===== config.mk =====
export PLATFORM = sky130hd
export DESIGN_NAME = stmm_emit
export DESIGN_NICKNAME = d
export VERILOG_FILES = /design/src/stmm_pkg.sv /design/src/stmm_emit.sv
export SDC_FILE = /design/constraint.sdc
export NUM_CORES = 1
export LEC_CHECK = 0
export BUFFER_PORTS_ARGS = -buffer_cell sky130_fd_sc_hd__buf_2
export CAP_MARGIN = 20
export CORE_MARGIN = 3
export CORE_UTILIZATION = 25
export CTS_CLUSTER_DIAMETER = 80
export DETAILED_ROUTE_END_ITERATION = 12
export PLACE_DENSITY = 0.47
export SKIP_CTS_REPAIR_TIMING = 1
export SLEW_MARGIN = 20
export SYNTH_ARGS = -nofsm -noshare
export SYNTH_HDL_FRONTEND = slang
export SYNTH_SLANG_ARGS = --single-unit

===== constraint.sdc =====
create_clock -name clk -period 5.94 [get_ports clk]
set_input_delay 0.297 -clock clk [delete_from_list [all_inputs] [get_ports clk]]
set_output_delay 0.297 -clock clk [all_outputs]
set_load 0.02 [all_outputs]

===== src/stmm_pkg.sv =====
`default_nettype none

package stmm_pkg;

  // default sizes
  localparam int MAX_DIM_DEF      = 8;
  localparam int MAX_TRIPLETS_DEF = 64;

  // fixed field widths
  localparam int IDX_W     = 3;
  localparam int VAL_W     = 16;
  localparam int ACC_W     = 32;
  localparam int CFG_W     = 4;
  localparam int CFG_IDX_W = 1;
  localparam int OP_W      = 2;

  localparam logic [CFG_W-1:0] SIZE_RESET = 4'd8;

  // command codes
  localparam logic [OP_W-1:0] OP_STORE_A  = 2'd0;
  localparam logic [OP_W-1:0] OP_STORE_B  = 2'd1;
  localparam logic [OP_W-1:0] OP_MULTIPLY = 2'd2;

  // register indexes
  localparam logic [CFG_IDX_W-1:0] CFG_ROWS_A = 1'b0;
  localparam logic [CFG_IDX_W-1:0] CFG_COLS_B = 1'b1;

  typedef struct packed {
    logic [IDX_W-1:0]        r;
    logic [IDX_W-1:0]        c;
    logic signed [VAL_W-1:0] v;
  } trip_t;

  localparam int TRIP_W = $bits(trip_t);

  typedef struct packed {
    logic [IDX_W-1:0] row;
    logic [IDX_W-1:0] col;
    logic [ACC_W-1:0] value;
    logic             entry;
    logic             last;
  } res_t;

endpackage

`default_nettype wire


===== src/stmm_emit.sv =====
`default_nettype none

module stmm_emit #(
  parameter int MAX_DIM = stmm_pkg::MAX_DIM_DEF
) (
  input  logic                                 clk,
  input  logic                                 rst,
  input  logic                                 start,
  input  logic [$clog2(MAX_DIM+1)-1:0]         nr,
  input  logic [$clog2(MAX_DIM+1)-1:0]         nc,
  input  logic [stmm_pkg::ACC_W-1:0]           acc_rdata,
  output logic [2*((MAX_DIM > 1) ? $clog2(MAX_DIM) : 1)-1:0] acc_raddr,
  output logic                                 done,
  output logic                                 result_valid,
  input  logic                                 result_stall,
  output stmm_pkg::res_t                       res
);

  localparam int DIM_W = (MAX_DIM > 1) ? $clog2(MAX_DIM) : 1;
  localparam int CNT_W = $clog2(MAX_DIM + 1);
  localparam int IW    = stmm_pkg::IDX_W;

  localparam logic [1:0] E_IDLE  = 2'd0;
  localparam logic [1:0] E_READ  = 2'd1;
  localparam logic [1:0] E_CHECK = 2'd2;
  localparam logic [1:0] E_FLUSH = 2'd3;

  logic [1:0]                 estate;
  logic [CNT_W-1:0]           row;
  logic [CNT_W-1:0]           col;
  logic                       pend_vld;
  logic [IW-1:0]              pend_row;
  logic [IW-1:0]              pend_col;
  logic [stmm_pkg::ACC_W-1:0] pend_val;
  logic                       out_free;
  logic                       hit;
  logic                       hold;
  logic                       col_end;
  logic                       row_end;
  logic                       load;
  stmm_pkg::res_t             load_res;

  assign acc_raddr = {row[DIM_W-1:0], col[DIM_W-1:0]};
  assign out_free  = !result_valid || !result_stall;
  assign hit       = (acc_rdata != '0);
  // a new nonzero entry can only displace the pending one into a free output
  assign hold      = hit && pend_vld && !out_free;
  assign col_end   = ((col + CNT_W'(1)) == nc);
  assign row_end   = ((row + CNT_W'(1)) == nr);
  assign done      = (estate == E_FLUSH) && out_free;

  always_comb begin
    load           = 1'b0;
    load_res.row   = pend_row;
    load_res.col   = pend_col;
    load_res.value = pend_val;
    load_res.entry = 1'b1;
    load_res.last  = 1'b0;
    case (estate)
      E_CHECK: begin
        load = hit && pend_vld && out_free;
      end
      E_FLUSH: begin
        load          = out_free;
        load_res.last = 1'b1;
        if (!pend_vld) begin
          load_res.row   = '0;
          load_res.col   = '0;
          load_res.value = '0;
          load_res.entry = 1'b0;
        end
      end
      default: begin
        load = 1'b0;
      end
    endcase
  end

  always_ff @(posedge clk) begin
    if (rst) begin
      estate       <= E_IDLE;
      pend_vld     <= 1'b0;
      result_valid <= 1'b0;
    end else begin
      if (load) begin
        result_valid <= 1'b1;
      end else if (!result_stall) begin
        result_valid <= 1'b0;
      end
      case (estate)
        E_IDLE: begin
          if (start) begin
            pend_vld <= 1'b0;
            estate   <= ((nr == '0) || (nc == '0)) ? E_FLUSH : E_READ;
          end
        end
        E_READ: begin
          estate <= E_CHECK;
        end
        E_CHECK: begin
          if (!hold) begin
            if (hit) begin
              pend_vld <= 1'b1;
            end
            if (col_end && row_end) begin
              estate <= E_FLUSH;
            end else begin
              estate <= E_READ;
            end
          end
        end
        E_FLUSH: begin
          if (out_free) begin
            estate <= E_IDLE;
          end
        end
        default: begin
          estate <= E_IDLE;
        end
      endcase
    end
  end

  always_ff @(posedge clk) begin
    if (load) begin
      res <= load_res;
    end
    if ((estate == E_IDLE) && start) begin
      row <= '0;
      col <= '0;
    end else if ((estate == E_CHECK) && !hold) begin
      if (hit) begin
        pend_row <= IW'(row);
        pend_col <= IW'(col);
        pend_val <= acc_rdata;
      end
      if (col_end) begin
        col <= '0;
        row <= row + CNT_W'(1);
      end else begin
        col <= col + CNT_W'(1);
      end
    end
  end

endmodule

`default_nettype wire


==> results by group, run 1 <==
Global routing
  – Initial antenna violation count: 0
  – Largest net degree at the start of global routing: 40
  – GRT overflow: 0
  – Vias in the first global route: 2,216
  – First-pass GRT wire length: 12,000 um
  – GRT Util Overall: 9.84%

Critical path
  – Setup CP Type: reg -> reg
  – Data required time at the worst endpoint: 5910 ps
  – WP data arrival: 2090 ps
  – R2r startpoint: estate[1]
  – CP max stage delay: 500 ps
  – Crit-path slowest cell: dfxtp_1
  – R2R Setup Slk: 3820 ps
  – Reg2reg path depth: 4
  – FF-to-FF End: pend_val[6]
  – Crit start category: flip-flop
  – Critical Path, Cell by Cell: nor2b_1 > nand2_1 > a21oi_4 > buf_4
  – Crit-path max FO: 38
  – Buffers & Inverters on Critical Path: 1
  – CP delay by family, top: simple AND/OR/NAND/NOR gates
  – CP Capture Type: flip-flop

Hold path
  – Hold path cells: 1
  – Hold Crit Start: acc_rdata[11]
  – Worst hold path type: in -> reg
  – Worst Hold End: pend_val[11]

STA
  – Setup TNS: 0 ps
  – Tmin final: 2120 ps
  – Max-slew headroom: 61.3%
  – Fmax: 471 MHz
  – Unrepaired setup endpoints after global routing: no
  – Layout Skew: 7.48 ps
  – Worst slew pin tran: 581 ps
  – Final setup fails: 0
  – Slew Limit Fails: 0
  – Final Hold Vio Count: 0
  – Tcrit/Tclk final: 35.7%

Synthesis
  – Synth Net Count: 285
  – Asr flop ratio synth: 0%
  – YS warnings: 0
  – Yosys reg bits: 90
  – Seq/Total Area, Yosys: 72.9%
  – Syn Std Cell Area: 3540 um2
  – Yosys cell types: 40
  – Mapped Cells: 239
  – Syn Area/Cell: 14.8 um2
  – Post-synth EDFFs: 78
  – Main synth FF type: edfxtp_1

Run
  – Max-cap violations: 0

Finish
  – Most common cell after layout, fill and taps aside: buf_2
  – Share of layout cells above drive strength 1: 35.5%
  – Fin nets: 376
  – Most frequent cells in the layout: 91 x buf_2, 78 x edfxtp_1, 43 x and2_1
  – # fillers: 1,363
  – Area grow syn2layout: 26.0%
  – # diodes: 0
  – Multi-input logic area: 893 um2
  – Post-route cell area: 4470 um2
  – Register area: 2580 um2

Placement
  – IO Port Bufs: 91
  – Detailed placer's ending HPWL: 5400 um
  – GPL Wtd Cong: 0.712
  – Placed instance area: 4190 um2

Die
  – Die area: 15,600 um2
  – I/O Pins: 92
  – Cell row count: 42
  – Starting Density: 26.1%
  – Die H: 125 um
  – Core area: 13,600 um2
  – Die Width: 125 um

Route
  – Drc violations: 0
  – Via count: 2,167
  – Avg Vias per Cell: 4.24
  – WL per Instance: 14.5 um
  – DR iter-0 viols: 160
  – WL final: 7400 um
  – Post-route ant nets: 0
  – First-pass iteration count of the detailed router: 4

Clock network
  – H-tree depth: 3
  – Clock sink count: 90
  – CTS Buf Count: 9
  – Bufs on Longest Clock Path: 2
  – Clk slew on worst S/H paths: 60 ps
  – CTS tree: done
  – CTS root buf: clkbuf_16
  – Worst-skew pair later-pin latency: 330 ps

Pwr
  – Leakage: 1.60 nW
  – PD cells: 281 nW/um2
  – Max VDD drop: 0.128 mV

Outcome
  – Status: complete, no violations
-- layer usage --
metal / GRT usage [%] / share of wire (%) / vias up
li1: - / - / 1059
met1: 12.9 / 46 / 1024
met4: 5.29 / 2.5 / 0
met2: 14.5 / 45 / 70
met3: 3.20 / 6.9 / 14
met5: 0 / 0 / -
-- metrics by stage --
step / power, mW / std cells / hold WS [ps] / util [%] / setup slack [ps]
after floorplan: 0.727 / 239 / 366 / - / 2550
after global placement: 0.755 / 494 / 478 / 30.8 / 3410
after detailed placement: 0.756 / 495 / 476 / 30.9 / 3470
after CTS: 1.27 / 511 / 139 / 32.9 / 3780
after global routing: 1.31 / 511 / 143 / 32.9 / 3620
final: 1.25 / 511 / 154 / 32.9 / 3820
-- worst reg2reg max path: stages (launching register included) --
cell and delay (ps):
dfxtp_1 500, nor2b_1 490, nand2_1 190, a21oi_4 130, buf_4 430
-- worst max path at each step --
stage	from	endpoint	slack, ps	cells after the start
3_3_place_gp	acc_rdata[6]	res[14]	3410	6
2_1_floorplan	acc_rdata[9]	pend_col[0]	2550	5
5_1_grt	estate[1]	pend_val[13]	3620	4
3_5_place_dp	acc_rdata[25]	pend_val[12]	3470	7
6_report	estate[1]	pend_val[6]	3820	4
4_1_cts	estate[1]	pend_val[12]	3780	4
-- where the power goes --
group          leakage [nW]  total [mW]  switching [mW]  internal (mW)
clock                 0.129       0.514           0.232          0.282
sequential            0.799       0.692         0.00308          0.689
combinational         0.673      0.0490          0.0276         0.0214
-- cells in the mapped netlist (2+ instances only) --
| library cell | n | area, um2 |
|---|---|---|
| ha_1 | 2 | 25.0 |
| a211oi_1 | 2 | 15.0 |
| o31ai_1 | 2 | 15.0 |
| nand4_1 | 2 | 12.5 |
| nor4_2 | 2 | 25.0 |
| nand3_1 | 5 | 25.0 |
| nor4_1 | 8 | 50.1 |
| o21ai_0 | 4 | 20.0 |
| dfxtp_1 | 12 | 240 |
| xor2_1 | 4 | 35.0 |
| nor2_1 | 8 | 30.0 |
| mux2i_1 | 2 | 20.0 |
| nand2b_1 | 3 | 18.8 |
| buf_4 | 7 | 52.6 |
| inv_1 | 4 | 15.0 |
| a21oi_1 | 7 | 35.0 |
| xnor2_1 | 7 | 61.3 |
| edfxtp_1 | 78 | 2340 |
| and2_1 | 43 | 269 |
| nand2_1 | 10 | 37.5 |
| clkbuf_1 | 6 | 22.5 |
| and4_4 | 2 | 22.5 |
| or4_1 | 2 | 15.0 |
-- sequential cells by signal (all words and copies together), names as in the netlist --
name,flops
pend_row,3
row,4
pend_val,32
pend_vld,1
pend_col,3
result_valid,1
estate,2
col,4
res,40
-- kinds of logic after synthesis --
group,synth area share (%)
DFF,72.9
xor gates and xnor gates,2.72
AOI/OAI and AO/OA,5.47
buffers and inverters,2.54
adders and majority gates,0.706
muxes,0.565
and+or+nand+nor,15.1
-- final cells by class --
type / count / area share, %
sequential: 90 / 57.8
multi-input combinational: 132 / 20.0
timing repair buffer: 93 / 10.8
clock buffer: 9 / 5.04
tap: 176 / 4.93
clock inverter: 7 / 1.04
inverter: 4 / 0.336
Power figures use the tool's default switching activity.
==> run 2, diff against run 1 <==
==> constraint.sdc (replaced) <==
create_clock -name clk -period 2.1 [get_ports clk]
set_input_delay 0.105 -clock clk [delete_from_list [all_inputs] [get_ports clk]]
set_output_delay 0.105 -clock clk [all_outputs]
set_load 0.02 [all_outputs]
==> results by group, run 2 (synthesis results as in run 1) <==
Route
  – WL final: 7570 um (+2.3%)
  – Drc violations: 0 (unchanged)
  – DR iter-0 viols: 149 (-6.9%)
  – Via count: 2,276 (+5.0%)
  – WL per Instance: 13.6 um (-5.8%)
  – Avg Vias per Cell: 4.10 (-3.3%)
  – First-pass iteration count of the detailed router: 4 (unchanged)
  – Post-route ant nets: 0 (unchanged)

Finish
  – Most common cell after layout, fill and taps aside: buf_2
  – Most frequent cells in the layout: 91 x buf_2, 78 x edfxtp_1, 43 x and2_1
  – Multi-input logic area: 891 um2 (-0.28%)
  – # fillers: 1,346 (-1.2%)
  – # diodes: 0 (unchanged)
  – Finished Core Util: 36.1% (+3.2 points)
  – Area grow syn2layout: 38.2%
  – Top Registers: res (40), pend_val (32)
  – Max FFs per register: 40 (unchanged)
  – Fin nets: 420 (+12%)
  – Top reg by flops: res
  – Share of layout cells above drive strength 1: 35.6% (+0.098 points)
  – Final Non-Filler Cells: 555 (+8.6%)
  – Register area: 2580 um2 (about the same)

Hold path
  – Worst hold path type: in -> reg

STA
  – Worst slew pin tran: 486 ps (-94.6 ps)
  – Tcrit/Tclk final: 92.0%
  – Layout Skew: 4.11 ps (-3.38 ps)
  – Unrepaired setup endpoints after global routing: no
  – Fmax: 518 MHz
  – Setup TNS: 0 ps (unchanged)
  – Slew Limit Fails: 0 (unchanged)
  – Final setup fails: 0 (unchanged)
  – Final Hold Vio Count: 0 (unchanged)
  – Max-slew headroom: 66.8% (+5.5 points)
  – Tmin final: 1930 ps

Die
  – Starting Density: 26.1% (unchanged)
  – Die area: 15,600 um2 (unchanged)
  – Die H: 125 um (unchanged)
  – I/O Pins: 92 (unchanged)
  – Die Width: 125 um (unchanged)
  – Cell row count: 42 (unchanged)
  – Core area: 13,600 um2 (unchanged)

Clock network
  – CTS Buf Count: 9 (unchanged)
  – CTS root buf: clkbuf_16
  – Clock sink count: 90 (unchanged)
  – Worst-skew pair later-pin latency: 330 ps (about the same)
  – Clk slew on worst S/H paths: 60 ps (about the same)
  – H-tree depth: 3 (unchanged)
  – Bufs on Longest Clock Path: 2 (unchanged)
  – CTS tree: done

Global routing
  – Largest net degree at the start of global routing: 40 (unchanged)
  – GRT Util Overall: 9.66% (-0.19 points)
  – First-pass GRT wire length: 11,800 um (-1.7%)
  – GRT overflow: 0 (unchanged)
  – Vias in the first global route: 2,200 (-0.72%)
  – Initial antenna violation count: 0 (unchanged)

Critical path
  – Crit start category: input pin
  – Crit-path max FO: 27 (-29%)
  – WP data arrival: 1960 ps (-130 ps)
  – Setup CP Type: in -> reg
  – Data required time at the worst endpoint: 2130 ps (-3780 ps)
  – CP Capture Type: flip-flop

Pwr
  – Leakage: 1.82 nW (+13%)
  – Max VDD drop: 0.325 mV (+150%)
  – Power Total: 3.70 mW (+200%)
  – PD cells: 756 nW/um2 (+170%)

Run
  – Max-cap violations: 0 (unchanged)

Placement
  – Placed Instances: 514 (+3.8%)
  – GPL Wtd Cong: 0.746 (+4.8%)
  – IO Port Bufs: 91 (unchanged)
  – Detailed placer's ending HPWL: 5510 um (+2.1%)

Outcome
  – Status: complete, no violations
## run 2: cell types whose count changed in the layout (fill, tap and decap cells not counted), moves of 2 or more
cell and change:
dlygate4sd3_1 +25, buf_4 +17, buf_12 +2, clkbuf_1 +2
clkinv_2 -2, clkinvlp_4 -2
## run 2: cell type report
class / instances / area share [%]
sequential: 90 / 52.7
timing repair buffer: 137 / 18.4
multi-input combinational: 132 / 18.2
clock buffer: 11 / 4.75
tap: 176 / 4.50
clock inverter: 5 / 1.12
inverter: 4 / 0.307
## run 2: worst paths after layout
kind	depth (start not counted)	endpoint	slack (ps)	from
setup / recovery	8	res[7]	170	acc_rdata[14]
hold / removal	2	pend_val[15]	60	acc_rdata[15]
setup reg to reg	6	row[3]	250	col[0]
hold reg to reg	1	col[3]	490	col[3]
## run 2: per-layer routing
metal | GRT usage, % | vias up | part of all wire [%]
met1 | 12.7 | 1053 | 47
met4 | 3.64 | 0 | 1.7
met2 | 14.6 | 65 | 45
met3 | 3.62 | 9 | 6.2
met5 | 0 | - | 0
li1 | - | 1149 | -
## run 2: metrics by stage
| step | cell area [um2] | hold WS (ps) | setup slack [ps] |
|---|---|---|---|
| floorplan | 3560 | 174 | 113 |
| finish | 4900 | 58.9 | 169 |
| CTS | 4650 | -49.5 | 172 |
| detailed placement | 4360 | 304 | 59.4 |
| global placement | 4340 | 299 | -55.3 |
| global route | 4900 | 49.8 | 32.4 |
## run 2: critical path, cell delays in order
cell	delay, ps
dlygate4sd3_1	520
buf_2	120
nor4_2	40
and4_4	140
a21boi_0	260
nor2_1	110
nor2_4	410
buf_12	250
## run 2: power by group
part           internal, mW  switching [mW]
combinational         0.106          0.0902
clock                 0.919           0.631
sequential             1.95         0.00541
==> run 3, diff against run 2 <==
--- a/config.mk
+++ b/config.mk
@@ -11,7 +11,7 @@
 export CORE_UTILIZATION = 25
 export CTS_CLUSTER_DIAMETER = 80
 export DETAILED_ROUTE_END_ITERATION = 12
-export PLACE_DENSITY = 0.47
+export PLACE_DENSITY = 0.48
 export SKIP_CTS_REPAIR_TIMING = 1
 export SLEW_MARGIN = 20
 export SYNTH_ARGS = -nofsm -noshare
==> constraint.sdc (replaced) <==
create_clock -name clk -period 1.7 [get_ports clk]
set_input_delay 0.085 -clock clk [delete_from_list [all_inputs] [get_ports clk]]
set_output_delay 0.085 -clock clk [all_outputs]
set_load 0.02 [all_outputs]
==> results by group, run 3 (synthesis results as in run 1) <==
Clock network
  – CTS tree: done
  – Clock sink count: 90 (unchanged)
  – Bufs on Longest Clock Path: 2 (unchanged)
  – H-tree depth: 3 (unchanged)
  – Worst-skew pair later-pin latency: 340 ps (about the same)
  – CTS Buf Count: 9 (unchanged)
  – Clk slew on worst S/H paths: 60 ps (about the same)
  – CTS root buf: clkbuf_16

Placement
  – IO Port Bufs: 91 (unchanged)
  – Placed instance area: 4510 um2 (+3.5%)
  – Detailed placer's ending HPWL: 5650 um (+2.4%)
  – Placed Instances: 523 (+1.8%)
  – GPL Wtd Cong: 0.722 (-3.3%)

STA
  – Slew Limit Fails: 0 (unchanged)
  – Final Hold Vio Count: 0 (unchanged)
  – Layout Skew: 8.71 ps (+4.60 ps)
  – Worst slew pin tran: 372 ps (-114 ps)
  – Max-slew headroom: 75.0% (+8.3 points)
  – Fmax: 591 MHz
  – Tmin final: 1690 ps
  – Tcrit/Tclk final: 99.5%
  – Setup TNS: 0 ps (unchanged)
  – Final setup fails: 0 (unchanged)
  – Unrepaired setup endpoints after global routing: yes

Hold path
  – Worst hold path type: in -> reg
  – Worst Hold End: pend_val[10]
  – Hold path cells: 2 (unchanged)
  – Hold Crit Start: acc_rdata[10]

Pwr
  – Max VDD drop: 0.534 mV (+65%)
  – Power Total: 4.61 mW (+25%)
  – Leakage: 1.91 nW (+5.0%)
  – PD cells: 894 nW/um2 (+18%)

Critical path
  – Crit-path slowest cell: or4_4
  – Critical Path, Cell by Cell: buf_4 > nand3_2 > xnor2_2 > nand4_1 > or4_4 > a21oi_2
  – CP delay by family, top: simple AND/OR/NAND/NOR gates
  – CP max stage delay: 440 ps (-80 ps)
  – Setup CP Type: reg -> reg
  – R2R Setup Slk: 8 ps (-240 ps)
  – Reg2reg path depth: 6 (unchanged)
  – FF-to-FF End: row[3]
  – Crit-path max FO: 6 (-78%)
  – Crit start category: flip-flop
  – WP data arrival: 1970 ps (about the same)
  – CP Capture Type: flip-flop
  – R2r startpoint: col[0]
  – Data required time at the worst endpoint: 1980 ps (-150 ps)
  – Buffers & Inverters on Critical Path: 1 (-2)

Global routing
  – Vias in the first global route: 2,278 (+3.5%)
  – Initial antenna violation count: 0 (unchanged)
  – GRT overflow: 0 (unchanged)
  – GRT Util Overall: 10.0% (+0.38 points)
  – Largest net degree at the start of global routing: 41 (+2.5%)
  – First-pass GRT wire length: 12,100 um (+2.8%)

Finish
  – Most common cell after layout, fill and taps aside: buf_2
  – # diodes: 0 (unchanged)
  – Max FFs per register: 40 (unchanged)
  – Post-route cell area: 5160 um2 (+5.3%)
  – Top Registers: res (40), pend_val (32)
  – Top reg by flops: res
  – Most frequent cells in the layout: 91 x buf_2, 78 x edfxtp_1, 42 x and2_1
  – # fillers: 1,323 (-1.7%)
  – Area grow syn2layout: 45.6%
  – Final Non-Filler Cells: 568 (+2.3%)
  – Fin nets: 433 (+3.1%)
  – Share of layout cells above drive strength 1: 43.6% (+8.0 points)
  – Finished Core Util: 38.1% (+1.9 points)

Run
  – Max-cap violations: 0 (unchanged)

Die
  – Die area: 15,600 um2 (unchanged)
  – Die Width: 125 um (unchanged)
  – Starting Density: 26.1% (unchanged)
  – Cell row count: 42 (unchanged)
  – Core area: 13,600 um2 (unchanged)
  – Die H: 125 um (unchanged)
  – I/O Pins: 92 (unchanged)

Route
  – Drc violations: 0 (unchanged)
  – First-pass iteration count of the detailed router: 5 (+1)
  – DR iter-0 viols: 133 (-11%)
  – Avg Vias per Cell: 4.19 (+2.1%)
  – Post-route ant nets: 0 (unchanged)
  – WL per Instance: 14.3 um (+4.6%)
  – WL final: 8110 um (+7.1%)
  – Via count: 2,378 (+4.5%)

Outcome
  – Status: complete, no violations
[run 3: worst max-delay path by stage]
stage / from / end / cells past startpoint
global placement: acc_rdata[4] / res[32] / 6
finish: col[0] / row[3] / 6
detailed placement: acc_rdata[4] / res[32] / 6
floorplan: acc_rdata[5] / pend_col[0] / 5
CTS: pend_vld / res[26] / 3
global route: col[0] / row[3] / 6
[run 3: area by class of cell]
type	instances	area, um2	share of cell area, %
Sequential cell	90	2580	50.1
Clock buffer	11	233	4.51
Timing Repair Buffer	150	998	19.4
Tap cell	176	220	4.27
Multi-Input combinational cell	132	1050	20.4
Clock inverter	5	55.1	1.07
Inverter	4	15.0	0.291
[run 3: power by group]
group | switching (mW) | internal [mW] | total (mW)
combinational | 0.133 | 0.146 | 0.279
sequential | 0.00618 | 2.41 | 2.41
clock | 0.785 | 1.13 | 1.92
total | 0.924 | 3.69 | 4.61
[run 3: through the flow]
stage | hold slack (ps) | setup slack [ps]
global route | 41.3 | -95.7
global placement | 290 | -359
finish | 40.4 | 7.82
detailed placement | 290 | -408
floorplan | 154 | -191
CTS | -63.6 | -293
[run 3: per-layer routing]
metal	track usage, %	vias up	part of all wire (%)
li1	-	1171	-
met1	11.9	1137	42
met2	16.2	62	51
met3	3.33	8	5.4
met4	5.17	0	1.8
met5	0	-	0
