File: src/stmm_pkg.sv
`default_nettype none

package stmm_pkg;

  // default sizes
  localparam int MAX_DIM_DEF      = 8;
  localparam int MAX_TRIPLETS_DEF = 64;

  // fixed field widths
  localparam int IDX_W     = 3;
  localparam int VAL_W     = 16;
  localparam int ACC_W     = 32;
  localparam int CFG_W     = 4;
  localparam int CFG_IDX_W = 1;
  localparam int OP_W      = 2;

  localparam logic [CFG_W-1:0] SIZE_RESET = 4'd8;

  // command codes
  localparam logic [OP_W-1:0] OP_STORE_A  = 2'd0;
  localparam logic [OP_W-1:0] OP_STORE_B  = 2'd1;
  localparam logic [OP_W-1:0] OP_MULTIPLY = 2'd2;

  // register indexes
  localparam logic [CFG_IDX_W-1:0] CFG_ROWS_A = 1'b0;
  localparam logic [CFG_IDX_W-1:0] CFG_COLS_B = 1'b1;

  typedef struct packed {
    logic [IDX_W-1:0]        r;
    logic [IDX_W-1:0]        c;
    logic signed [VAL_W-1:0] v;
  } trip_t;

  localparam int TRIP_W = $bits(trip_t);

  typedef struct packed {
    logic [IDX_W-1:0] row;
    logic [IDX_W-1:0] col;
    logic [ACC_W-1:0] value;
    logic             entry;
    logic             last;
  } res_t;

endpackage

`default_nettype wire

File: src/stmm_mac.sv
`default_nettype none

module stmm_mac #(
  parameter int DIM_W = $clog2(stmm_pkg::MAX_DIM_DEF)
) (
  input  logic                       clk,
  input  logic                       rst,
  input  logic                       issue,
  input  stmm_pkg::trip_t            a_q,
  input  stmm_pkg::trip_t            b_q,
  input  logic [stmm_pkg::ACC_W-1:0] acc_rdata,
  output logic [2*DIM_W-1:0]         acc_raddr,
  output logic                       acc_we,
  output logic [2*DIM_W-1:0]         acc_waddr,
  output logic [stmm_pkg::ACC_W-1:0] acc_wdata
);

  localparam int ACC_AW = 2 * DIM_W;

  logic                              lookup;
  logic                              match;
  logic                              prod_vld;
  logic signed [stmm_pkg::ACC_W-1:0] prod;
  logic [ACC_AW-1:0]                 prod_addr;
  logic                              fwd_vld;
  logic [ACC_AW-1:0]                 fwd_addr;
  logic [stmm_pkg::ACC_W-1:0]        fwd_data;
  logic [stmm_pkg::ACC_W-1:0]        acc_old;

  // list data for the pair issued last cycle is on a_q / b_q
  assign match     = lookup && (a_q.c == b_q.r);
  assign acc_raddr = {DIM_W'(a_q.r), DIM_W'(b_q.c)};

  always_ff @(posedge clk) begin
    if (rst) begin
      lookup   <= 1'b0;
      prod_vld <= 1'b0;
      fwd_vld  <= 1'b0;
    end else begin
      lookup   <= issue;
      prod_vld <= match;
      fwd_vld  <= prod_vld;
    end
  end

  always_ff @(posedge clk) begin
    prod      <= $signed(a_q.v) * $signed(b_q.v);
    prod_addr <= acc_raddr;
    fwd_addr  <= prod_addr;
    fwd_data  <= acc_wdata;
  end

  // the read for this sum went out in the cycle the previous sum was written
  assign acc_old   = (fwd_vld && (fwd_addr == prod_addr)) ? fwd_data : acc_rdata;
  assign acc_we    = prod_vld;
  assign acc_waddr = prod_addr;
  assign acc_wdata = acc_old + prod;

endmodule

`default_nettype wire

File: config.mk
export PLATFORM = sky130hd
export DESIGN_NAME = stmm_mac
export DESIGN_NICKNAME = d
export VERILOG_FILES = /design/src/stmm_pkg.sv /design/src/stmm_mac.sv
export SDC_FILE = /design/constraint.sdc
export NUM_CORES = 1
export LEC_CHECK = 0
export BUFFER_PORTS_ARGS = -buffer_cell sky130_fd_sc_hd__buf_2
export CORE_ASPECT_RATIO = 1.75
export CORE_UTILIZATION = 55
export CTS_CLUSTER_SIZE = 14
export DETAILED_ROUTE_END_ITERATION = 10
export MAX_ROUTING_LAYER = met4
export PLACE_DENSITY = 0.76
export SLEW_MARGIN = 10
export SYNTH_ARGS = -nofsm -noshare
export SYNTH_HDL_FRONTEND = slang
export SYNTH_SLANG_ARGS = --single-unit
export TNS_END_PERCENT = 100
File: constraint.sdc
create_clock -name clk -period 6.9 [get_ports clk]
set_input_delay 1.38 -clock clk [delete_from_list [all_inputs] [get_ports clk]]
set_output_delay 1.38 -clock clk [all_outputs]
set_load 0.03 [all_outputs]
==> results by group, run 1 <==
Outcome
  • Status: finished, final reports clean

Synth
  • Summed instance area of the synthesized netlist: 13600 µm²
  • Syn. warnings: 0
  • Flop and latch count out of synthesis: 79
  • Most instantiated flip-flop cell in the synthesis netlist: sky130_fd_sc_hd__dfxtp_1
  • Post-Synthesis Net Count: 1923
  • Async S/R FF share, synth: 0%
  • Cell taking the most area after synthesis: sky130_fd_sc_hd__fa_1
  • Synth Area per Inst: 9.29 µm²
  • Post-Synthesis Cells: 1468
  • Count of flip-flops with a built-in enable after synthesis: 0
  • Leading post-synthesis cells by cell area: sky130_fd_sc_hd__fa_1 (39%), sky130_fd_sc_hd__dfxtp_1 (12%), sky130_fd_sc_hd__ha_1 (10%)
  • Post-synth cell types: 63
  • Seq/Total Area, Yosys: 11.6%
  • Yosys top cell area share: 38.6%

Global routing
  • Global Route Usage Sum: 29.4%
  • Vias in the first global route: 12500
  • Initial antenna violation count: 0
  • Wire length of the first global-routing pass: 56.2 mm
  • Pin count of the biggest net entering global routing: 26
  • GRT Residual Overflow: 0

Setup path
  • Cell with the biggest individual delay on the critical path: sky130_fd_sc_hd__fa_1
  • CP cell instances: buf_2, nand2_1, inv_1, buf_4, fa_1, inv_1, fa_1, fa_1, fa_1, inv_1, fa_1, inv_1, fa_1, inv_1, ha_1, a211oi_2, nand2_1, o221a_2, a311o_2, a211o_1, o211ai_1, a21oi_1
  • Crit. path cell count: 22
  • Critical path capture point type: register
  • Longest individual stage delay on the worst path: 560 ps
  • Maximum fanout along the worst path: 10
  • Critical path buffer and inverter count: 7
  • Cell repeated most along the worst path: sky130_fd_sc_hd__fa_1
  • Req. time, crit path: 7110 ps
  • Critical path data arrival time: 6930 ps
  • Nature of the critical path startpoint: primary input
  • Type of the setup path with the least slack: in2reg
  • Depth of the most critical reg-to-reg path: 14
  • Delay-heaviest family, CP: adder cells

Drt
  • First-pass iteration count of the detailed router: 5
  • Post-detailed-route via-to-cell ratio: 5.49
  • DRC: 0
  • Initial DRC Count: 385
  • Antenna-violating nets left: 0
  • Routed WL: 33.4 mm
  • Vias after detailed routing: 10800
  • Wire per inst: 17.0 µm

STA
  • Relative max-transition margin: 56.0%
  • Transition time at the pin with the least slew margin: 643 ps
  • Minimum period implied by the final worst setup slack: 6720 ps
  • Final count of negative-setup-slack endpoints: 0
  • Slew Limit Fails: 0
  • Final setup skew: 9.07 ps
  • Total count of hold-check failures in the final report: 0
  • Maximum frequency from static timing analysis: 0.149 GHz
  • Post-route fraction of the period consumed by the critical path: 97.4%

Placed design
  • Port Buffers: 123
  • Placed wire-length estimate: 29.0 mm
  • Final weighted congestion in routability-driven placement: 1.00
  • Cell count after placement: 1947

Floorplan
  • Area of the die: 25500 µm²
  • Die W: 121 µm
  • Effective utilization at floorplan: 56.5%
  • Row count: 75
  • Die Y: 210 µm
  • Boundary Pins: 124
  • Placeable core region: 24100 µm²

Cells and area
  • Area used by sequential logic in the layout: 1580 µm²
  • Commonest cells after routing, fill and taps aside: sky130_fd_sc_hd__inv_1 (323), sky130_fd_sc_hd__fa_1 (262), sky130_fd_sc_hd__nand2_1 (144)
  • Most common cell after layout, fill and taps aside: sky130_fd_sc_hd__inv_1
  • Post-route non-filler standard cell count: 1962
  • Number of fill cells in the layout: 1985
  • Final #Nets: 2105
  • Fraction of layout cells with a size suffix above 1: 16.9%
  • Synth-to-Final Area Change: 13.5%
  • Combined area of the multi-input logic cells: 10700 µm²
  • Antenna diodes: 0

Clock network
  • H-Tree Depth: 3
  • Clock Path Buffers: 2
  • Clock transition at the registers of the reported paths: 60 ps
  • TritonCTS clock tree: built
  • Later-pin clock latency in the skew report: 330 ps
  • Inserted Clock Buffers: 9
  • CTS Hold Bufs: 0
  • Post-CTS repair timing setup buffer count: 0
  • CTS Root Cell: sky130_fd_sc_hd__clkbuf_16
  • TritonCTS Sinks: 79
  • Quantity of gates resized following cts: 0

Run
  • Count of max-cap constraint violations: 0

Hold path
  • Instance count along the most critical hold path: 0
  • Min-delay worst type: reg2reg
## cell usage after synthesis (6+ instances only)
cell / n
sky130_fd_sc_hd__xor2_1: 22
sky130_fd_sc_hd__o21bai_1: 6
sky130_fd_sc_hd__a31oi_1: 6
sky130_fd_sc_hd__nand2b_1: 13
sky130_fd_sc_hd__and2_1: 123
sky130_fd_sc_hd__o21a_1: 6
sky130_fd_sc_hd__a211oi_1: 13
sky130_fd_sc_hd__a21o_1: 21
sky130_fd_sc_hd__xnor2_1: 44
sky130_fd_sc_hd__nand2_1: 144
sky130_fd_sc_hd__nor2_1: 41
sky130_fd_sc_hd__buf_4: 6
sky130_fd_sc_hd__o21ai_1: 7
sky130_fd_sc_hd__ha_1: 113
sky130_fd_sc_hd__fa_1: 263
sky130_fd_sc_hd__nor3_1: 12
sky130_fd_sc_hd__mux2_2: 31
sky130_fd_sc_hd__o21ai_0: 18
sky130_fd_sc_hd__nand3_1: 13
sky130_fd_sc_hd__dfxtp_1: 79
sky130_fd_sc_hd__clkbuf_1: 38
sky130_fd_sc_hd__inv_1: 323
sky130_fd_sc_hd__a21oi_1: 50
sky130_fd_sc_hd__nor2b_1: 8
sky130_fd_sc_hd__o211ai_1: 7
## path summary, 6_finish.rpt
check / endpoint / slack (ps) / startpoint
worst max-delay path: prod[26] / 180 / b_q[1]
worst min-delay path: fwd_addr[2] / 380 / acc_waddr[2]
worst max register to register: fwd_data[31] / 2520 / acc_waddr[3]
worst min register to register: fwd_addr[2] / 380 / acc_waddr[2]
## metal layers
layer / part of all wire (%) / vias to the layer above / GRT usage [%]
met3: 2.6 / 207 / 2.65
met4: 9.3 / 0 / 23.0
met2: 58 / 329 / 56.6
met5: 0 / - / -
met1: 31 / 5364 / 25.0
li1: - / 4867 / -
## sequential cells by signal, indices dropped and copies added, names as in the netlist
signal,count
fwd_vld,1
fwd_data,32
fwd_addr,6
acc_waddr,6
lookup,1
prod,32
acc_we,1
## metrics by stage
stage	hold slack (ps)	instance area, µm²	utilization (%)	setup TNS, ps	setup WS, ps
after CTS	378	15400	64.1	0	175
after detailed placement	369	15200	62.9	-475	-160
after global routing	383	15500	64.2	-71.4	-46.2
final	377	15500	64.2	0	182
after global placement	365	15200	62.9	-109	-65.7
after floorplan	427	13600	-	0	15.5
## cell type report
cell class                      instances  share of cell area [%]
Clock inverter                          5                   0.218
Tap cell                              308                    2.49
Sequential cell                        79                    10.2
Multi-Input combinational cell       1021                    69.0
Timing Repair Buffer                  216                    8.67
Inverter                              323                    7.84
Clock buffer                           10                    1.54
## worst register-to-register path: stages (launching register included)
cell,delay [ps]
sky130_fd_sc_hd__dfxtp_1,320
sky130_fd_sc_hd__xnor2_1,170
sky130_fd_sc_hd__nand4_1,160
sky130_fd_sc_hd__nor4_4,510
sky130_fd_sc_hd__buf_4,440
sky130_fd_sc_hd__mux2_2,390
sky130_fd_sc_hd__ha_1,350
sky130_fd_sc_hd__a21o_1,210
sky130_fd_sc_hd__a31oi_1,270
sky130_fd_sc_hd__nand4_1,180
sky130_fd_sc_hd__o21ai_1,340
sky130_fd_sc_hd__a211oi_1,140
sky130_fd_sc_hd__nor2_1,290
sky130_fd_sc_hd__nor4_1,80
sky130_fd_sc_hd__a311oi_1,390
## kinds of logic after synthesis
family	synth area share, %
AOI/OAI and AO/OA	8.41
and+or+nand+nor	13.8
adders and majority gates	49.0
DFF	11.6
xor gates and xnor gates	4.24
buffers and inverters	10.3
muxes	2.63
Power of run 1 is not shown: default switching activity piles up to over one toggle a cycle in this logic, so the estimate is an artifact.
==> run 2, diff against run 1 <==
--- a/config.mk
+++ b/config.mk
@@ -5,7 +5,7 @@
 export SDC_FILE = /design/constraint.sdc
 export NUM_CORES = 1
 export LEC_CHECK = 0
-export BUFFER_PORTS_ARGS = -buffer_cell sky130_fd_sc_hd__buf_2
+export BUFFER_PORTS_ARGS = -buffer_cell sky130_fd_sc_hd__buf_4
 export CORE_ASPECT_RATIO = 1.75
 export CORE_UTILIZATION = 55
 export CTS_CLUSTER_SIZE = 14
==> run 2 against run 1 <==
Net effect: global-route usage down 0.38 points; sequential cell count unchanged; hold slack better by 2.8 ps; routed wire length is 0.49% lower.
==> results by group, run 2 (synthesis gave the netlist of run 1 again) <==
Global routing
  • Global Route Usage Sum: 29.0% (-0.38 points)
  • GRT Residual Overflow: 0 (unchanged)
  • Wire length of the first global-routing pass: 55.0 mm (-2.2%)
  • Initial antenna violation count: 0 (unchanged)
  • Vias in the first global route: 12000 (-3.9%)
  • Pin count of the biggest net entering global routing: 33 (+27%)

Setup path
  • Maximum fanout along the worst path: 8 (-2)
  • Critical path capture point type: register
  • Req. time, crit path: 7110 ps (about the same)
  • Type of the setup path with the least slack: in2reg
  • Nature of the critical path startpoint: primary input
  • Critical path data arrival time: 6870 ps (-60 ps)

Floorplan
  • Row count: 75 (unchanged)
  • Die W: 121 µm (unchanged)
  • Boundary Pins: 124 (unchanged)
  • Effective utilization at floorplan: 56.5% (unchanged)
  • Die Y: 210 µm (unchanged)
  • Area of the die: 25500 µm² (unchanged)
  • Placeable core region: 24100 µm² (unchanged)

STA
  • Unrepaired setup endpoints after global routing: no
  • Post-route fraction of the period consumed by the critical path: 96.5% (-0.89 points)
  • Total count of hold-check failures in the final report: 0 (unchanged)
  • Transition time at the pin with the least slew margin: 667 ps (+24.4 ps)
  • Slew Limit Fails: 0 (unchanged)
  • Relative max-transition margin: 54.4% (-1.7 points)
  • Maximum frequency from static timing analysis: 0.150 GHz (+0.92%)
  • Final count of negative-setup-slack endpoints: 0 (unchanged)
  • Final setup skew: 8.17 ps (-0.895 ps)
  • Worst setup slack after layout: 243 ps (+61.4 ps)
  • Minimum period implied by the final worst setup slack: 6660 ps (-61.4 ps)

Placed design
  • Placed wire-length estimate: 28.5 mm (-1.8%)
  • Port Buffers: 123 (unchanged)
  • Final weighted congestion in routability-driven placement: 0.932 (-7.1%)
  • Post-Place Worst Slack: -170 ps (-10.5 ps)
  • Area of placed instances: 15300 µm² (+0.59%)

Outcome
  • Status: finished, final reports clean

Cells and area
  • Post-layout instance area: 15600 µm² (+0.53%)
  • Final #Nets: 2076 (-1.4%)
  • Most common cell after layout, fill and taps aside: sky130_fd_sc_hd__inv_1
  • Synth-to-Final Area Change: 14.1%
  • Fraction of layout cells with a size suffix above 1: 15.3% (-1.6 points)
  • Number of fill cells in the layout: 1987 (+0.10%)
  • Biggest registers after layout: fwd_data: 32 flops, prod: 32 flops
  • Antenna diodes: 0 (unchanged)
  • Commonest cells after routing, fill and taps aside: sky130_fd_sc_hd__inv_1 (323), sky130_fd_sc_hd__fa_1 (261), sky130_fd_sc_hd__buf_4 (185)

Clock network
  • Inserted Clock Buffers: 9 (unchanged)
  • TritonCTS Sinks: 79 (unchanged)
  • Later-pin clock latency in the skew report: 330 ps (about the same)
  • H-Tree Depth: 3 (unchanged)
  • Clock transition at the registers of the reported paths: 60 ps (about the same)
  • CTS Root Cell: sky130_fd_sc_hd__clkbuf_16
  • Clock Path Buffers: 2 (unchanged)
  • TritonCTS clock tree: built
  • CTS Hold Bufs: 0 (unchanged)

Drt
  • Initial DRC Count: 393 (+2.1%)
  • Antenna-violating nets left: 0 (unchanged)
  • Vias after detailed routing: 10600 (-1.8%)
  • Wire per inst: 17.2 µm (+0.96%)
  • Routed WL: 33.2 mm (-0.49%)
  • First-pass iteration count of the detailed router: 5 (unchanged)
  • DRC: 0 (unchanged)
  • Post-detailed-route via-to-cell ratio: 5.46 (-0.43%)

Hold path
  • Min-delay worst type: reg2reg

Run
  • Count of max-cap constraint violations: 0 (unchanged)
[run 2: timing repair]
item | CTS | global route
resized for setup | 0 | 3
setup endpoints to repair | 0 | 2
setup buffers | 0 | 0
[run 2: worst max-delay path: stages]
cell and delay [ps]:
sky130_fd_sc_hd__buf_4 140, sky130_fd_sc_hd__buf_4 150, sky130_fd_sc_hd__and2_1 160, sky130_fd_sc_hd__fa_1 530, sky130_fd_sc_hd__inv_1 50, sky130_fd_sc_hd__fa_1 470, sky130_fd_sc_hd__fa_1 530, sky130_fd_sc_hd__inv_1 60
sky130_fd_sc_hd__fa_1 460, sky130_fd_sc_hd__fa_1 520, sky130_fd_sc_hd__inv_1 50, sky130_fd_sc_hd__fa_1 480, sky130_fd_sc_hd__inv_1 40, sky130_fd_sc_hd__ha_1 310, sky130_fd_sc_hd__a211oi_1 240, sky130_fd_sc_hd__nand2_1 120
sky130_fd_sc_hd__o221a_2 260, sky130_fd_sc_hd__a311o_2 420, sky130_fd_sc_hd__a211o_1 310, sky130_fd_sc_hd__o211ai_1 100, sky130_fd_sc_hd__a21oi_1 80
[run 2: path summary, 6_finish.rpt]
path           startpoint           end  slack (ps)  cells past startpoint
min reg2reg  acc_waddr[3]   fwd_addr[3]         380                      0
max reg2reg  acc_waddr[2]  fwd_data[30]        2450                     14
min          acc_waddr[3]   fwd_addr[3]         380                      0
max                b_q[4]      prod[26]         240                     21
[run 2: final cells by class]
type | count | area (µm²) | share of cell area [%]
inverters | 323 | 1210 | 7.80
clock inverters | 4 | 30.0 | 0.193
flip-flops and latches | 79 | 1580 | 10.2
multi-input cells | 1021 | 10700 | 68.6
well taps | 308 | 385 | 2.48
clock buffers | 12 | 246 | 1.58
repair buffers | 187 | 1430 | 9.19
[run 2: per-stage QoR]
step                      cells  hold WS, ps  utilization (%)  setup TNS (ps)
after detailed placement   1918          375             63.3            -473
after global placement     1918          370             63.3               0
after global routing       1934          388             64.5               0
final                      1934          380             64.5               0
after floorplan            1468          427                -               0
after CTS                  1934          381             64.5               0
[run 2: layer usage]
metal	vias up	track usage, %	routed length [µm]
li1	4816	-	-
met1	5319	24.7	10200
met2	278	56.4	19400
met3	155	2.62	888
met4	0	21.6	2770
met5	-	-	0
Power of run 2 is left out for the same reason.
==> run 3, diff against run 2 <==
--- a/config.mk
+++ b/config.mk
@@ -8,11 +8,12 @@
 export BUFFER_PORTS_ARGS = -buffer_cell sky130_fd_sc_hd__buf_4
 export CORE_ASPECT_RATIO = 1.75
 export CORE_UTILIZATION = 55
+export CTS_BUF_LIST = sky130_fd_sc_hd__clkbuf_4
 export CTS_CLUSTER_SIZE = 14
 export DETAILED_ROUTE_END_ITERATION = 10
 export MAX_ROUTING_LAYER = met4
 export PLACE_DENSITY = 0.76
-export SLEW_MARGIN = 10
+export SLEW_MARGIN = 20
 export SYNTH_ARGS = -nofsm -noshare
 export SYNTH_HDL_FRONTEND = slang
 export SYNTH_SLANG_ARGS = --single-unit
==> run 3 against run 2 <==
Net effect: largest cell class unchanged; critical path depth unchanged; highest routed layer unchanged; sequential share of layout area increased by 0.11 points; cell area decreased by 1.1%; worst setup slack improved by 44 ps.
==> results by group, run 3 (synthesis gave the netlist of run 1 again) <==
Setup path
  • Critical path data arrival time: 6930 ps (+60 ps)
  • R2R Path End: fwd_data[30]
  • Maximum fanout along the worst path: 11 (+3)
  • Depth of the most critical reg-to-reg path: 14 (unchanged)
  • R2r startpoint: acc_waddr[2]
  • Critical path capture point type: register
  • Critical path endpoint: prod[29]
  • Startpoint of the most critical setup path: b_q[1]
  • Req. time, crit path: 7210 ps (+100 ps)
  • Register-to-register setup slack: 2420 ps (-30 ps)
  • Nature of the critical path startpoint: primary input
  • Type of the setup path with the least slack: in2reg

Clock network
  • Clock Path Buffers: 2 (unchanged)
  • TritonCTS Sinks: 79 (unchanged)
  • CTS Root Cell: sky130_fd_sc_hd__clkbuf_4
  • Inserted Clock Buffers: 9 (unchanged)
  • TritonCTS clock tree: built
  • Later-pin clock latency in the skew report: 420 ps (+90 ps)
  • CTS Hold Bufs: 0 (unchanged)
  • Post-CTS repair timing setup buffer count: 0 (unchanged)
  • Quantity of gates resized following cts: 0 (unchanged)
  • Clock transition at the registers of the reported paths: 120 ps (+60 ps)
  • H-Tree Depth: 3 (unchanged)

Drt
  • First-pass iteration count of the detailed router: 5 (unchanged)
  • Post-detailed-route via-to-cell ratio: 5.47 (about the same)
  • Routed WL: 33.0 mm (-0.49%)
  • Initial DRC Count: 459 (+17%)
  • Wire per inst: 17.1 µm (-0.54%)
  • Vias after detailed routing: 10600 (+0.12%)
  • Antenna-violating nets left: 0 (unchanged)
  • DRC: 0 (unchanged)

Floorplan
  • Effective utilization at floorplan: 56.5% (unchanged)
  • Die Y: 210 µm (unchanged)
  • Area of the die: 25500 µm² (unchanged)
  • Placeable core region: 24100 µm² (unchanged)
  • Die W: 121 µm (unchanged)
  • Row count: 75 (unchanged)
  • Boundary Pins: 124 (unchanged)

STA
  • Final setup skew: 16.8 ps (+8.67 ps)
  • Post-route fraction of the period consumed by the critical path: 95.8% (-0.63 points)
  • Transition time at the pin with the least slew margin: 590 ps (-77.7 ps)
  • Final count of negative-setup-slack endpoints: 0 (unchanged)
  • Slew Limit Fails: 0 (unchanged)
  • Unrepaired setup endpoints after global routing: no
  • Minimum period implied by the final worst setup slack: 6610 ps (-43.7 ps)
  • Relative max-transition margin: 59.7% (+5.3 points)
  • Post-Route Setup TNS: 0 ps (unchanged)
  • Worst setup slack after layout: 287 ps (+43.7 ps)
  • Total count of hold-check failures in the final report: 0 (unchanged)
  • Maximum frequency from static timing analysis: 0.151 GHz (+0.66%)

Cells and area
  • Final #Nets: 2076 (unchanged)
  • Commonest cells after routing, fill and taps aside: sky130_fd_sc_hd__inv_1 (323), sky130_fd_sc_hd__fa_1 (263), sky130_fd_sc_hd__buf_4 (185)
  • Biggest registers after layout: fwd_data: 32 flops, prod: 32 flops
  • Number of fill cells in the layout: 2010 (+1.2%)
  • Fin util: 63.8% (-0.69 points)
  • Synth-to-Final Area Change: 12.8%
  • Fraction of layout cells with a size suffix above 1: 15.2% (-0.12 points)
  • Post-layout instance area: 15400 µm² (-1.1%)
  • Area used by sequential logic in the layout: 1580 µm² (unchanged)
  • Combined area of the multi-input logic cells: 10700 µm² (about the same)
  • Most common cell after layout, fill and taps aside: sky130_fd_sc_hd__inv_1

Global routing
  • Pin count of the biggest net entering global routing: 33 (unchanged)
  • Initial antenna violation count: 1 (+1)
  • GRT Residual Overflow: 0 (unchanged)
  • Global Route Usage Sum: 29.0% (-0.048 points)
  • Wire length of the first global-routing pass: 54.9 mm (-0.17%)
  • Vias in the first global route: 12000 (-0.16%)

Placed design
  • Port Buffers: 123 (unchanged)
  • Area of placed instances: 15300 µm² (unchanged)
  • Placed wire-length estimate: 28.5 mm (unchanged)
  • Post-Place Worst Slack: -170 ps (unchanged)
  • Final weighted congestion in routability-driven placement: 0.932 (unchanged)

Outcome
  • Status: finished, final reports clean

Hold path
  • Min-delay worst type: reg2reg

Run
  • Count of max-cap constraint violations: 0 (unchanged)
[run 3: changes by cell type in the layout (fill, tap and decap cells not counted), sizes merged]
cell    previous run  this run
clkinv             2         3
diode              0         1
clkbuf            12        11
[run 3: worst min-delay path by stage]
stage	startpoint	endpoint	slack [ps]	cells after the start
after global routing	acc_waddr[1]	fwd_addr[1]	400	0
after global placement	acc_waddr[3]	fwd_addr[3]	370	0
after floorplan	lookup	acc_we	430	2
final	acc_waddr[5]	fwd_addr[5]	390	0
after detailed placement	acc_waddr[3]	fwd_addr[3]	380	0
after CTS	acc_waddr[3]	fwd_addr[3]	390	0
[run 3: cell type report]
| type | count | area share, % |
|---|---|---|
| Antenna cell | 1 | 0.0163 |
| Clock buffer | 11 | 0.537 |
| Clock inverter | 5 | 0.220 |
| Inverter | 323 | 7.88 |
| Multi-Input combinational cell | 1021 | 69.3 |
| Sequential cell | 79 | 10.3 |
| Tap cell | 308 | 2.50 |
| Timing Repair Buffer | 187 | 9.29 |
[run 3: critical path: stages]
cell	delay, ps
sky130_fd_sc_hd__buf_4	170
sky130_fd_sc_hd__nand2_1	100
sky130_fd_sc_hd__inv_1	90
sky130_fd_sc_hd__fa_1	690
sky130_fd_sc_hd__inv_1	120
sky130_fd_sc_hd__fa_1	510
sky130_fd_sc_hd__fa_1	420
sky130_fd_sc_hd__inv_1	100
sky130_fd_sc_hd__fa_1	440
sky130_fd_sc_hd__fa_1	550
sky130_fd_sc_hd__inv_1	50
sky130_fd_sc_hd__fa_1	480
sky130_fd_sc_hd__inv_1	40
sky130_fd_sc_hd__ha_1	290
sky130_fd_sc_hd__a21o_1	180
sky130_fd_sc_hd__a21o_1	190
sky130_fd_sc_hd__a21oi_1	180
sky130_fd_sc_hd__o21ai_0	150
sky130_fd_sc_hd__a21oi_1	160
sky130_fd_sc_hd__a21bo_1	270
sky130_fd_sc_hd__a311o_1	370
[run 3: through the flow]
stage	instances	hold WS, ps
2_1_floorplan	1468	427
3_3_place_gp	1918	370
3_5_place_dp	1918	375
4_1_cts	1934	392
5_1_grt	1935	402
6_report	1935	391
[run 3: routing by layer]
metal,GRT usage (%),share of wire [%],wire (µm)
met5,-,0,0
met4,21.8,8.7,2860
met3,2.71,2.7,900
met2,56.1,58,19200
met1,24.7,31,10100
Power of run 3 is left out for the same reason.
